### src/sv/chained_hash_table_core_defines.svh
// assertion macros shared by the hash table core
`ifndef CHAINED_HASH_TABLE_CORE_DEFINES_SVH
`define CHAINED_HASH_TABLE_CORE_DEFINES_SVH

// same-cycle implication
`define CHT_ASSERT_IMP(lbl, clk, dis, a, c) \
    lbl: assert property (@(posedge clk) disable iff (dis) (a) |-> (c)) \
        else $error("hash table assertion failed");

// next-cycle implication
`define CHT_ASSERT_NXT(lbl, clk, dis, a, c) \
    lbl: assert property (@(posedge clk) disable iff (dis) (a) |=> (c)) \
        else $error("hash table assertion failed");

`endif

### src/sv/cht_pkg.sv
// shared types and constants of the chained hash table core
package cht_pkg;

    localparam int NUM_BUCKETS_DEF = 256;
    localparam int NUM_NODES_DEF   = 1024;

    localparam int KEY_W    = 32;
    localparam int HASH_W   = 32;
    localparam int VALUE_W  = 32;
    localparam int ACT_W    = 2;
    localparam int STATUS_W = 2;
    localparam int NODE_W   = KEY_W + HASH_W + VALUE_W;

    localparam logic [ACT_W-1:0] ACT_PUT = 2'd0;
    localparam logic [ACT_W-1:0] ACT_GET = 2'd1;
    localparam logic [ACT_W-1:0] ACT_DEL = 2'd2;

    localparam logic [STATUS_W-1:0] ST_OK       = 2'd0;
    localparam logic [STATUS_W-1:0] ST_NOTFOUND = 2'd1;
    localparam logic [STATUS_W-1:0] ST_FULL     = 2'd2;

    typedef struct packed {
        logic accept;
        logic clr_step;
        logic head_rd;
        logic put_commit;
        logic walk_init;
        logic walk_adv;
        logic get_hit;
        logic del_link;
        logic del_free;
        logic set_miss;
        logic set_full;
        logic out_load;
    } cht_cmd_t;

    typedef struct packed {
        logic                 clr_done;
        logic                 mod_done;
        logic [ACT_W-1:0]     act;
        logic                 alloc_ok;
        logic                 cur_ok;
        logic                 match;
        logic                 out_busy;
    } cht_stat_t;

endpackage

### src/sv/cht_ctrl.sv
// controller state machine sequencing clear, bucket, allocate, walk and unlink steps
module cht_ctrl (
    input  logic               aclk,
    input  logic               aresetn,
    input  logic               s_valid,
    output logic               s_ready,
    input  cht_pkg::cht_stat_t stat,
    output cht_pkg::cht_cmd_t  cmd
);
    typedef enum logic [9:0] {
        S_CLEAR     = 10'b0000000001,
        S_IDLE      = 10'b0000000010,
        S_MOD       = 10'b0000000100,
        S_HEAD_RD   = 10'b0000001000,
        S_HEAD_WAIT = 10'b0000010000,
        S_WALK_RD   = 10'b0000100000,
        S_WALK_CHK  = 10'b0001000000,
        S_DEL_LINK  = 10'b0010000000,
        S_DEL_FREE  = 10'b0100000000,
        S_RESP      = 10'b1000000000
    } state_t;

    state_t state_reg, state_next;

    always_comb begin
        state_next = state_reg;
        cmd        = '0;
        s_ready    = 1'b0;
        unique case (state_reg)
            S_CLEAR: begin
                cmd.clr_step = 1'b1;
                if (stat.clr_done) begin
                    state_next = S_IDLE;
                end
            end
            S_IDLE: begin
                s_ready = 1'b1;
                if (s_valid) begin
                    cmd.accept = 1'b1;
                    state_next = S_MOD;
                end
            end
            S_MOD: begin
                if (stat.mod_done) begin
                    if (stat.act == cht_pkg::ACT_PUT || stat.act == cht_pkg::ACT_GET ||
                        stat.act == cht_pkg::ACT_DEL) begin
                        state_next = S_HEAD_RD;
                    end else begin
                        cmd.set_miss = 1'b1;
                        state_next   = S_RESP;
                    end
                end
            end
            S_HEAD_RD: begin
                cmd.head_rd = 1'b1;
                state_next  = S_HEAD_WAIT;
            end
            S_HEAD_WAIT: begin
                if (stat.act == cht_pkg::ACT_PUT) begin
                    if (stat.alloc_ok) begin
                        cmd.put_commit = 1'b1;
                    end else begin
                        cmd.set_full = 1'b1;
                    end
                    state_next = S_RESP;
                end else begin
                    cmd.walk_init = 1'b1;
                    state_next    = S_WALK_RD;
                end
            end
            S_WALK_RD: begin
                if (stat.cur_ok) begin
                    state_next = S_WALK_CHK;
                end else begin
                    cmd.set_miss = 1'b1;
                    state_next   = S_RESP;
                end
            end
            S_WALK_CHK: begin
                if (stat.match) begin
                    if (stat.act == cht_pkg::ACT_GET) begin
                        cmd.get_hit = 1'b1;
                        state_next  = S_RESP;
                    end else begin
                        state_next = S_DEL_LINK;
                    end
                end else begin
                    cmd.walk_adv = 1'b1;
                    state_next   = S_WALK_RD;
                end
            end
            S_DEL_LINK: begin
                cmd.del_link = 1'b1;
                state_next   = S_DEL_FREE;
            end
            S_DEL_FREE: begin
                cmd.del_free = 1'b1;
                state_next   = S_RESP;
            end
            S_RESP: begin
                if (!stat.out_busy) begin
                    cmd.out_load = 1'b1;
                    state_next   = S_IDLE;
                end
            end
            default: begin
                state_next = S_CLEAR;
            end
        endcase
    end

    always_ff @(posedge aclk) begin
        if (!aresetn) begin
            state_reg <= S_CLEAR;
        end else begin
            state_reg <= state_next;
        end
    end
endmodule

### config.mk
export PLATFORM = sky130hd
export DESIGN_NAME = cht_ctrl
export DESIGN_NICKNAME = d
export VERILOG_FILES = /design/src/sv/chained_hash_table_core_defines.svh /design/src/sv/cht_pkg.sv /design/src/sv/cht_ctrl.sv
export SDC_FILE = /design/constraint.sdc
export NUM_CORES = 1
export LEC_CHECK = 0
export BUFFER_PORTS_ARGS = -buffer_cell sky130_fd_sc_hd__buf_2
export CORE_MARGIN = 3
export CORE_UTILIZATION = 30
export DETAILED_ROUTE_END_ITERATION = 8
export PLACE_DENSITY = 0.5
export REMOVE_ABC_BUFFERS = 1
export SYNTH_ARGS = -nofsm -noshare
export SYNTH_HDL_FRONTEND = slang
export SYNTH_SLANG_ARGS = --single-unit
### constraint.sdc
create_clock -name aclk -period 2.53 [get_ports aclk]
set_input_delay 0.3795 -clock aclk [delete_from_list [all_inputs] [get_ports aclk]]
set_output_delay 0.3795 -clock aclk [all_outputs]
set_load 0.01 [all_outputs]
==> metrics.md, run 1 <==
| Metric | Value |
|---|---|
| Die H | between 50 and 60 µm |
| Crit. Startpoint | state_reg[0] |
| Yosys reg bits | 10 |
| Clock skew | just under 0.007 ns |
| Count of buffers from port buffering | 23 |
| Sequential share of the synthesized area | 0.2619 |
| Final #Nets | 133 |
| Crit path largest cell delay | ~0.40 ns |
| Reg2reg setup slack | just over 0.9 ns |
| Yosys warns | 0 |
| # DRC | 0 |
| Relative slew slack | 0.6733 |
| Ports | 24 |
| Worst-path cell chain | nor4_4 -> nand4_1 -> nor2_1 -> buf_2 |
| Post-route minimum period | 2.101 ns |
| Worst setup EP type | output port |
| Final hold viol count | 0 |
| TritonCTS buffer count | 3 |
| EDFF count, synth | 0 |
| Vias | a little under 800 |
| Post-CTS setup repair buffer count | 0 |
| Root Buffer | clkbuf_4 |
| Crit path max fanout | 6 |
| H-tree Lvls | 1 |
| HPWL Detailed | around 1600 µm |
| Final non-filler cell total | approximately 150 |
| Most frequent cells in the layout | buf_2, nand2_1, nor2_1 |
| First-pass GRT wire length | between 3000 and 4000 µm |
| Drt total wl | just over 2000 µm |
| Most common cell after layout, fill and taps aside | buf_2 |
| CTS hold repair buffers | 0 |
| Clk Latency, worst-skew pair | around 0.27 ns |
| Largest register FFs | 10 |
| RSZ-0062 raised after global routing | false |
| Drt wl/cell | between 10 and 15 µm |
| Slowest CP cell | dfxtp_1 |
| Initial Util | 0.3297 |
| Post-DR vias/cell | approximately 5.3 |
| Syn_area_per_cell | about 7.8 µm² |
| Cells after Synth | 98 |
| Post-CTS sizing | 0 |
| Max Freq | 475.9 MHz |
| Worst Min Path Start | stat[2] |
| Final ANT Viol Nets | 0 |
| Vias in the first global route | 734 |
| Area growth syn-to-layout | 21.93% |
| Setup TNS | 0 ns |
| Initial antenna violation count | 0 |
| Largest net degree at the start of global routing | 10 |
| LEAKAGE | a little over 0.4 nW |
| CTS tree | done |
| FFs w/ async S/R, synth | 0 |
| Slew @ Worst Pin | just under 0.5 ns |
| Fraction of layout cells with a size suffix above 1 | 0.2975 |
| Sink Count | 10 |
| Global Route Usage Sum | 0.1346 |
| First-pass iteration count of the detailed router | 4 |
| Dominant synthesized flop cell | dfxtp_1 |
| CTS max path bufs | 2 |
| Startpoint Class | flip-flop |
| Clk pin slew, worst setup/hold paths | roughly 0.080 ns |
| Fin crit share | 0.8305 |
| N_diodes | 0 |
| Worst path bufs/invs | 1 |
| FP Rows | 17 |
| HP Class | input pin to flip-flop |
| Core Box Area | 2318 µm² |
| Total grt overflow | 0 |
| Die area | between 3000 and 4000 µm² |
| Status | finished clean |
| DRT iter0 DRCs | 11 |
| Syn Std Cell Area | between 700 and 800 µm² |
| Setup violators final | 0 |
| Top delay family on crit path | simple AND/OR/NAND/NOR gates |
| Maximum vdd drop | around 0.00027 V |
| Post-synth cell types | 38 |
| Min Hold Slack | between 0.3 and 0.4 ns |
| Total of max-cap violations | 0 |
| Arr. time, crit path | around 1.7 ns |
| Global placement routability congestion | 0.7876 |
| Worst EP required | roughly 2.2 ns |
| Dpl cells | 145 |
| RR Startpoint | state_reg[0] |
| Die W | approximately 56 µm |
| Crit path kind | flip-flop to output port |
| Slew Viols, Final | 0 |
| Power Density | between 400 and 500 nW/µm² |
-- kinds of logic (layout without fill, tap and decap cells) --
logic type	Yosys count	in the layout	synth area share
AO/OA/AOI/OAI	18	18	0.1686
XOR/XNOR	3	3	0.03438
AND/OR/NAND/NOR	62	62	0.5057
flip-flops	10	10	0.2619
buffers and inverters	5	28	0.02944
-- report_power, final --
part           switching, mW  total [mW]  leakage [nW]  internal, mW
registers             0.0191       0.184        0.0811         0.164
clock network         0.0661       0.153        0.0210        0.0874
logic                 0.0587       0.106         0.307        0.0470
-- worst min-delay path: stages --
cell and delay, ns:
buf_2 0.12, nand2_1 0.05, nor2_1 0.03
-- area by class of cell --
type	instances	area, µm²
Clock buffer	4	36.28
Sequential cell	10	200.2
Inverter	1	3.754
Fill cell	239	1386
Timing Repair Buffer	23	115.1
Multi-Input combinational cell	83	541.8
Tap cell	28	35.03
-- cell usage after synthesis (all sizes together) (3+ instances only) --
library cell | number | area share
nor2 | 13 | 0.067
nand2 | 12 | 0.059
dfxtp | 10 | 0.26
nor3 | 6 | 0.069
nor3b | 5 | 0.056
o21ai | 5 | 0.033
and3 | 4 | 0.034
buf | 4 | 0.025
nor2b | 4 | 0.033
and2 | 3 | 0.025
nand3 | 3 | 0.026
nand4 | 3 | 0.025
nor4 | 3 | 0.044
nor4b | 3 | 0.043
o21a | 3 | 0.029
xor2 | 3 | 0.034
-- final timing paths --
path	to	cells past startpoint
max	cmd[5]	4
min	state_reg[6]	3
max reg2reg	state_reg[9]	5
min reg2reg	state_reg[7]	2
-- per-layer routing --
layer / track usage / up-vias / share of wire
li1: - / 402 / -
met1: 0.1797 / 366 / 0.49
met2: 0.2046 / 16 / 0.45
met3: 0.03448 / 4 / 0.041
met4: 0.05424 / 0 / 0.017
met5: 0 / - / 0
-- stage by stage --
step / util / power (mW) / instance area [µm²] / worst slack (ns)
4_1_cts: 0.4021 / 0.4472 / 932.1 / 0.4200
6_report: 0.4021 / 0.4427 / 932.1 / 0.4289
5_1_grt: 0.4021 / 0.4706 / 932.1 / 0.2996
3_3_place_gp: 0.3864 / 0.2912 / 895.9 / 0.7386
3_5_place_dp: 0.3864 / 0.2922 / 895.9 / 0.7278
2_1_floorplan: - / 0.2552 / 745.7 / 0.9061
(Power assumes the default switching activity.)
==> inputs of run 2 (changes only) <==
Settings changed: PLACE_DENSITY 0.5 to 0.52.
Clock period 2.53 ns to 1.7 ns, I/O delays scaled along.
==> run 2 against run 1 <==
  * The run now ends with setup timing left
  * Final cell count is 16% higher
  * Via count is 9.0% higher
  * Die area stayed put
  * Sequential power is 43% higher
  * Sequential share of layout area is 3.9 points lower
  * Register-to-register slack worse by 0.99 ns
  * Wire length is 13% higher
  * Core utilization is 12 points higher
  * Total power is 59% higher
  * Clock power is 46% higher
  * Count of clock-buffer cells in the layout stayed put
  * Critical path depth is 1 higher
  * Critical path type unchanged
  * Largest cell class unchanged
==> metrics.md, run 2 (synthesis results as in run 1) <==
| Metric | Value |
|---|---|
| Power Density | 584.1 nW/µm² (+23%) |
| Final ANT Viol Nets | 0 (unchanged) |
| # DRC | 0 (unchanged) |
| Failing checks | setup timing |
| Top delay family on crit path | simple AND/OR/NAND/NOR gates |
| First-pass iteration count of the detailed router | 4 (unchanged) |
| Count of buffers from port buffering | 23 (unchanged) |
| Core Util, Final | 0.5192 (+0.1171) |
| Reg power frac | 0.376 (-0.039) |
| Worst path bufs/invs | 2 (+1) |
| Worst EP required | 1.44 ns (-0.71 ns) |
| CTS max path bufs | 2 (unchanged) |
| Fill cell count | 227 (-5.0%) |
| Crit path largest cell delay | 0.35 ns (-0.05 ns) |
| Worst setup EP type | output port |
| Int Power | 0.4773 mW (+60%) |
| Psw | 0.2257 mW (+57%) |
| Slew Viols, Final | 0 (unchanged) |
| N_diodes | 0 (unchanged) |
| RSZ-0062 raised after global routing | true |
| Clock skew | 0.0006203 ns (-0.006296 ns) |
| Largest register FFs | 10 (unchanged) |
| TritonCTS buffer count | 3 (unchanged) |
| Vias in the first global route | 854 (+16%) |
| Sink Count | 10 (unchanged) |
| Post-route minimum period | between 1.5 and 2 ns |
| Setup violators final | 11 (+11) |
| Worst-path cell chain | nor4_4 -> buf_4 -> nand2_4 -> nor4b_4 -> buf_2 |
| Fin crit share | 1.056 |
| HPWL Detailed | 1652 µm (+5.8%) |
| DRT iter0 DRCs | 34 (+23) |
| Vias | 859 (+9.0%) |
| Setup ws final | -0.09576 ns (-0.5246 ns) |
| Total of max-cap violations | 0 (unchanged) |
| Final non-filler cell total | 173 (+16%) |
| Fraction of layout cells with a size suffix above 1 | 0.5241 (+0.2266) |
| Largest net degree at the start of global routing | 10 (unchanged) |
| Max Freq | 556.9 MHz |
| Clk pin slew, worst setup/hold paths | 0.07 ns (about the same) |
| Root Buffer | clkbuf_4 |
| Maximum vdd drop | 0.0003525 V (+32%) |
| LEAKAGE | 0.5446 nW (+33%) |
| Drt wl/cell | 13.55 µm (-2.3%) |
| Global placement routability congestion | 0.7921 (+0.57%) |
| Core Box Area | 2318 µm² (unchanged) |
| Status | finished, violations left |
| Final hold viol count | 0 (unchanged) |
| Die area | 3190 µm² (unchanged) |
| Clk Latency, worst-skew pair | 0.27 ns (about the same) |
| Drt total wl | 2344 µm (+13%) |
| Comb pwr share | 0.306 (+0.067) |
| FP Rows | 17 (unchanged) |
| H-tree Lvls | 1 (unchanged) |
| First-pass GRT wire length | 3808 µm (+12%) |
| Post-DR vias/cell | 4.965 (-6.1%) |
| Initial Util | 0.3297 (unchanged) |
| Area growth syn-to-layout | 57.45% |
| Clock Power Share | 0.318 (-0.029) |
| CTS hold repair buffers | 0 (unchanged) |
| Global Route Usage Sum | 0.1525 (+0.01786) |
| Slew @ Worst Pin | 0.4251 ns (-0.05808 ns) |
| HP Class | input pin to flip-flop |
| Final #Nets | 157 (+18%) |
| Arr. time, crit path | 1.54 ns (-0.18 ns) |
| Startpoint Class | flip-flop |
| Switching Fraction | 0.3211 (-0.003813) |
| Total grt overflow | 0 (unchanged) |
| CTS tree | done |
| Die W | 56.48 µm (unchanged) |
| Die H | 56.48 µm (unchanged) |
| Slowest CP cell | dfxtp_2 |
| Crit path kind | flip-flop to output port |
| Most frequent cells in the layout | buf_2, buf_4, nand2_1 |
| Crit path max fanout | 5 (-1) |
| Initial antenna violation count | 0 (unchanged) |
| Relative slew slack | 0.7144 (+0.04108) |
| Dpl cells | 152 (+4.8%) |
| Ports | 24 (unchanged) |
==> run 2: cell count changes in the layout (fill, tap and decap cells not counted), moves of 2 or more <==
cell,change
dfxtp_1,-7
buf_4,+23
dfxtp_2,+6
nor2_1,-2
==> run 2: power groups by stage <==
stage                     clock network, mW  logic [mW]  registers [mW]
after global routing                  0.242       0.240           0.266
after CTS                             0.227       0.208           0.264
after detailed placement                  0       0.179           0.268
after floorplan                           0       0.108           0.272
after global placement                    0       0.181           0.268
final                                 0.223       0.215           0.264
==> run 2: worst reg2reg max path: stages, from the launching register on <==
cell and delay (ns):
dfxtp_1 0.50, nor3_4 0.09, nand3_2 0.08, nor3b_2 0.05, and2_1 0.17, buf_4 0.13, buf_4 0.12, buf_4 0.12
buf_4 0.12, buf_4 0.12, o21a_1 0.17
==> run 2: what timing repair did <==
action / 4_1_cts / 5_1_grt
endpoints found under the hold margin: 0 / 0
resized for setup: 18 / 6
buffers inserted: 15 / 2
pin swaps: 11 / 8
setup endpoints to repair: 11 / 15
==> run 2: path summary, 6_finish.rpt <==
check / startpoint / slack [ns] / depth (start not counted) / endpoint
hold reg to reg: state_reg[7] / 0.64 / 3 / state_reg[6]
setup / recovery: state_reg[0] / -0.1 / 5 / cmd[4]
setup reg to reg: state_reg[9] / -0.06 / 10 / state_reg[2]
hold / removal: stat[2] / 0.21 / 3 / state_reg[6]
==> run 2: cell type report <==
| class | count | area [µm²] | share of cell area |
|---|---|---|---|
| multi-input cells | 83 | 618.1 | 0.5135 |
| repair buffers | 47 | 299.0 | 0.2484 |
| flip-flops and latches | 10 | 211.5 | 0.1757 |
| clock buffers | 4 | 36.28 | 0.03015 |
| well taps | 28 | 35.03 | 0.02911 |
| inverters | 1 | 3.754 | 0.003119 |
==> run 2: metrics by stage <==
step / hold slack, ns / setup slack, ns / power, mW / TNS (ns) / instance area (µm²)
6_report: 0.2063 / -0.09576 / 0.7031 / -0.7087 / 1204
5_1_grt: 0.2147 / -0.1917 / 0.7483 / -1.985 / 1204
4_1_cts: 0.2007 / -0.09617 / 0.6989 / -0.6551 / 1161
3_5_place_dp: 0.4984 / 0.05267 / 0.4477 / 0 / 948.4
3_3_place_gp: 0.5014 / 0.04589 / 0.4489 / 0 / 948.4
2_1_floorplan: 0.3688 / 0.2006 / 0.3799 / 0 / 745.7
==> run 2: per-layer routing <==
layer	track usage	wire length, µm	vias to the layer above
li1	-	-	450
met1	0.2000	1061	380
met2	0.2426	1128	27
met3	0.04368	132	2
met4	0.04068	22	0
met5	0	0	-
==> inputs of run 3 (changes only) <==
Settings changed: ABC_AREA set to 1, PLACE_DENSITY 0.52 to 0.51.
==> run 3 against run 2 <==
  * The run now ends clean
  * Combinational power barely moved
  * Sequential power is 3% lower
  * Sequential cell count is the same
  * Via count is 13% higher
  * Register-to-register slack improved by 0.34 ns
  * Highest routed layer unchanged
==> metrics.md, run 3 <==
| Metric | Value |
|---|---|
| Vias in the first global route | 881 (+3.2%) |
| Top delay family on crit path | simple AND/OR/NAND/NOR gates |
| Fin crit share | 0.9674 (-0.08889) |
| Relative slew slack | 0.8242 (+0.1097) |
| Syn_area_per_cell | 5.857 µm² (-25%) |
| Largest net degree at the start of global routing | 8 (-2) |
| Post-synth top cells | inv_1, nor2_1, nand2_1 |
| Reg2reg setup slack | 0.28 ns (+0.34 ns) |
| Die W | 58.47 µm (+3.5%) |
| Sequential share of the synthesized area | 0.2424 (-0.01944) |
| Clk Latency, worst-skew pair | 0.27 ns (about the same) |
| Core Util, Final | 0.4543 (-0.06488) |
| RSZ-0062 raised after global routing | true |
| Fill cell count | 277 (+22%) |
| Global Route Usage Sum | 0.1390 (-0.01343) |
| Dominant synthesized flop cell | dfxtp_1 |
| Worst reg2reg path endpoint | state_reg[3] |
| CTS hold repair buffers | 0 (unchanged) |
| Worst EP required | 1.44 ns (about the same) |
| CP Capture Point | cmd[2] |
| Total of max-cap violations | 0 (unchanged) |
| Ports | 24 (unchanged) |
| Area growth syn-to-layout | 40.00% |
| Clk pin slew, worst setup/hold paths | 0.07 ns (about the same) |
| Worst-path cell chain | nor2_4 -> nand2_4 -> nor2_4 -> nand3_2 -> o21ai_2 -> buf_2 |
| Post-synth cell types | 18 (-53%) |
| CTS tree | done |
| Cells after Synth | 141 (+44%) |
| Slew @ Worst Pin | 0.2628 ns (-0.1623 ns) |
| RR Startpoint | state_reg[8] |
| Complex-gate fraction of the synthesized area | 0.02727 (-0.1413) |
| H-tree Lvls | 1 (unchanged) |
| Setup violators final | 0 (-11) |
| Most frequent cells in the layout | nand2_1, inv_1, nor2_1 |
| Final non-filler cell total | 208 (+20%) |
| Arr. time, crit path | 1.39 ns (-0.15 ns) |
| Most common cell after layout, fill and taps aside | nand2_1 |
| CTS max path bufs | 2 (unchanged) |
| Sink Count | 10 (unchanged) |
| Top-area cell type share of the netlist area | 0.2424 (-0.01944) |
| Fraction of layout cells with a size suffix above 1 | 0.4045 (-0.1196) |
| Crit path kind | flip-flop to output port |
| Final Cell Area | 1156 µm² (-3.9%) |
| Area contributors post-synth | dfxtp_1, inv_1, nor2_1 |
| EDFF count, synth | 0 (unchanged) |
| Slew Viols, Final | 0 (unchanged) |
| Maximum vdd drop | 0.0004047 V (+15%) |
| Root Buffer | clkbuf_4 |
| HP Class | input pin to flip-flop |
| Largest family of logic cells by synthesized area | simple AND/OR/NAND/NOR gates |
| Global placement routability congestion | 0.8902 (+12%) |
| LEAKAGE | 0.6764 nW (+24%) |
| Final hold viol count | 0 (unchanged) |
| Count of buffers from port buffering | 23 (unchanged) |
| # DRC | 0 (unchanged) |
| Core Box Area | 2545 µm² (+9.8%) |
| Max Freq | 608.0 MHz (+9.2%) |
| Clock skew | 0.01140 ns (+0.01078 ns) |
| Drt total wl | 2297 µm (-2.0%) |
| Power Density | 591.7 nW/µm² (+1.3%) |
| Post-placement cell area | 978.4 µm² (+3.2%) |
| Initial antenna violation count | 0 (unchanged) |
| Yosys reg bits | 10 (unchanged) |
| R2R cell count | 9 (-1) |
| Post-DR vias/cell | 4.649 (-6.4%) |
| DRT iter0 DRCs | 43 (+26%) |
| Xor/xnor share of the synthesized area | 0 (-0.03437) |
| Post-route minimum period | 1.645 ns (-0.1511 ns) |
| Crit path largest cell delay | 0.37 ns (+0.02 ns) |
| Slowest CP cell | dfxtp_4 |
| Largest area contributor in the netlist | dfxtp_1 |
| Total grt overflow | 0 (unchanged) |
| Die area | 3418 µm² (+7.2%) |
| Crit. Startpoint | state_reg[4] |
| Status | finished clean |
| Final #Nets | 190 (+21%) |
| Power Total | 0.6840 mW (-2.7%) |
| Largest register FFs | 10 (unchanged) |
| Vias | 967 (+13%) |
| Post-synthesis mux area share | 0 (unchanged) |
| Crit path max fanout | 4 (-1) |
| Worst path bufs/invs | 1 (-1) |
| FFs w/ async S/R, synth | 0 (unchanged) |
| Simple-Gate Fraction of Synth Area | 0.5818 (+0.07609) |
| Yosys warns | 0 (unchanged) |
| Drt wl/cell | 11.04 µm (-18%) |
| Startpoint Class | flip-flop |
| FP Rows | 18 (+1) |
| Worst setup EP type | output port |
| Die H | 58.47 µm (+3.5%) |
| WP depth | 6 (+1) |
| N_diodes | 0 (unchanged) |
| HPWL Detailed | 1763 µm (+6.7%) |
| CP most frequent cell | nor2_4 |
| Initial Util | 0.3245 (-0.005252) |
| Dpl cells | 194 (+28%) |
| First-pass GRT wire length | 3636 µm (-4.5%) |
| First-pass iteration count of the detailed router | 4 (unchanged) |
| Post-Synth Adder-Cell Area | 0 (unchanged) |
| TritonCTS buffer count | 3 (unchanged) |
| Min Hold Slack | 0.2225 ns (+0.01623 ns) |
| Final ANT Viol Nets | 0 (unchanged) |
| Syn Std Cell Area | 825.8 µm² (+8.0%) |
run 3: what timing repair did:
action                     4_1_cts  5_1_grt
gates resized for setup          3       22
buffers inserted                 2        8
setup endpoints to repair        2        7
pin swaps                        2       11
run 3: where the power goes:
group | internal, mW | switching [mW] | leakage [nW]
Combinational | 0.0859 | 0.130 | 0.571
Sequential | 0.244 | 0.0118 | 0.0845
Clock | 0.130 | 0.0825 | 0.0210
Total | 0.459 | 0.225 | 0.676
run 3: final cells by class:
class,instances,area (µm²),share of cell area
sequential,10,214.0,0.1851
tap,30,37.54,0.03247
inverter,32,122.6,0.1061
clock buffer,4,36.28,0.03139
multi-input combinational,99,551.8,0.4773
timing repair buffer,33,193.9,0.1677
run 3: stage by stage:
step,worst slack [ns],setup TNS (ns)
6_report,0.05536,0
5_1_grt,-0.03091,-0.09571
4_1_cts,0.003369,0
3_5_place_dp,0.2489,0
3_3_place_gp,0.2798,0
2_1_floorplan,0.3615,0
run 3: kinds of logic after synthesis:
| logic type | Yosys count |
|---|---|
| and+or+nand+nor | 95 |
| buffers and inverters | 32 |
| DFF | 10 |
| AOI/OAI and AO/OA | 4 |
run 3: how the worst min path moves through the flow:
stage / cells after the start / slack (ns) / end / from
finish: 2 / 0.22 / state_reg[0] / aresetn
floorplan: 1 / 0.34 / state_reg[0] / aresetn
global placement: 2 / 0.50 / state_reg[0] / aresetn
CTS: 2 / 0.21 / state_reg[0] / aresetn
global route: 3 / 0.21 / state_reg[7] / stat[1]
detailed placement: 2 / 0.49 / state_reg[0] / aresetn
run 3: per-layer routing:
layer	wire, µm	part of all wire	track usage	vias to the layer above
li1	-	-	-	498
met1	1062	0.46	0.1846	424
met2	1024	0.45	0.2026	41
met3	175	0.076	0.03728	4
met4	34	0.015	0.07616	0
met5	0	0	0	-
run 3: worst reg2reg max path, delay by kind of cell, from the launching register on:
kind	cells	cell delay, ns
flip-flops	1	0.34
buffers and inverters	2	0.23
AND/OR/NAND/NOR	7	0.74
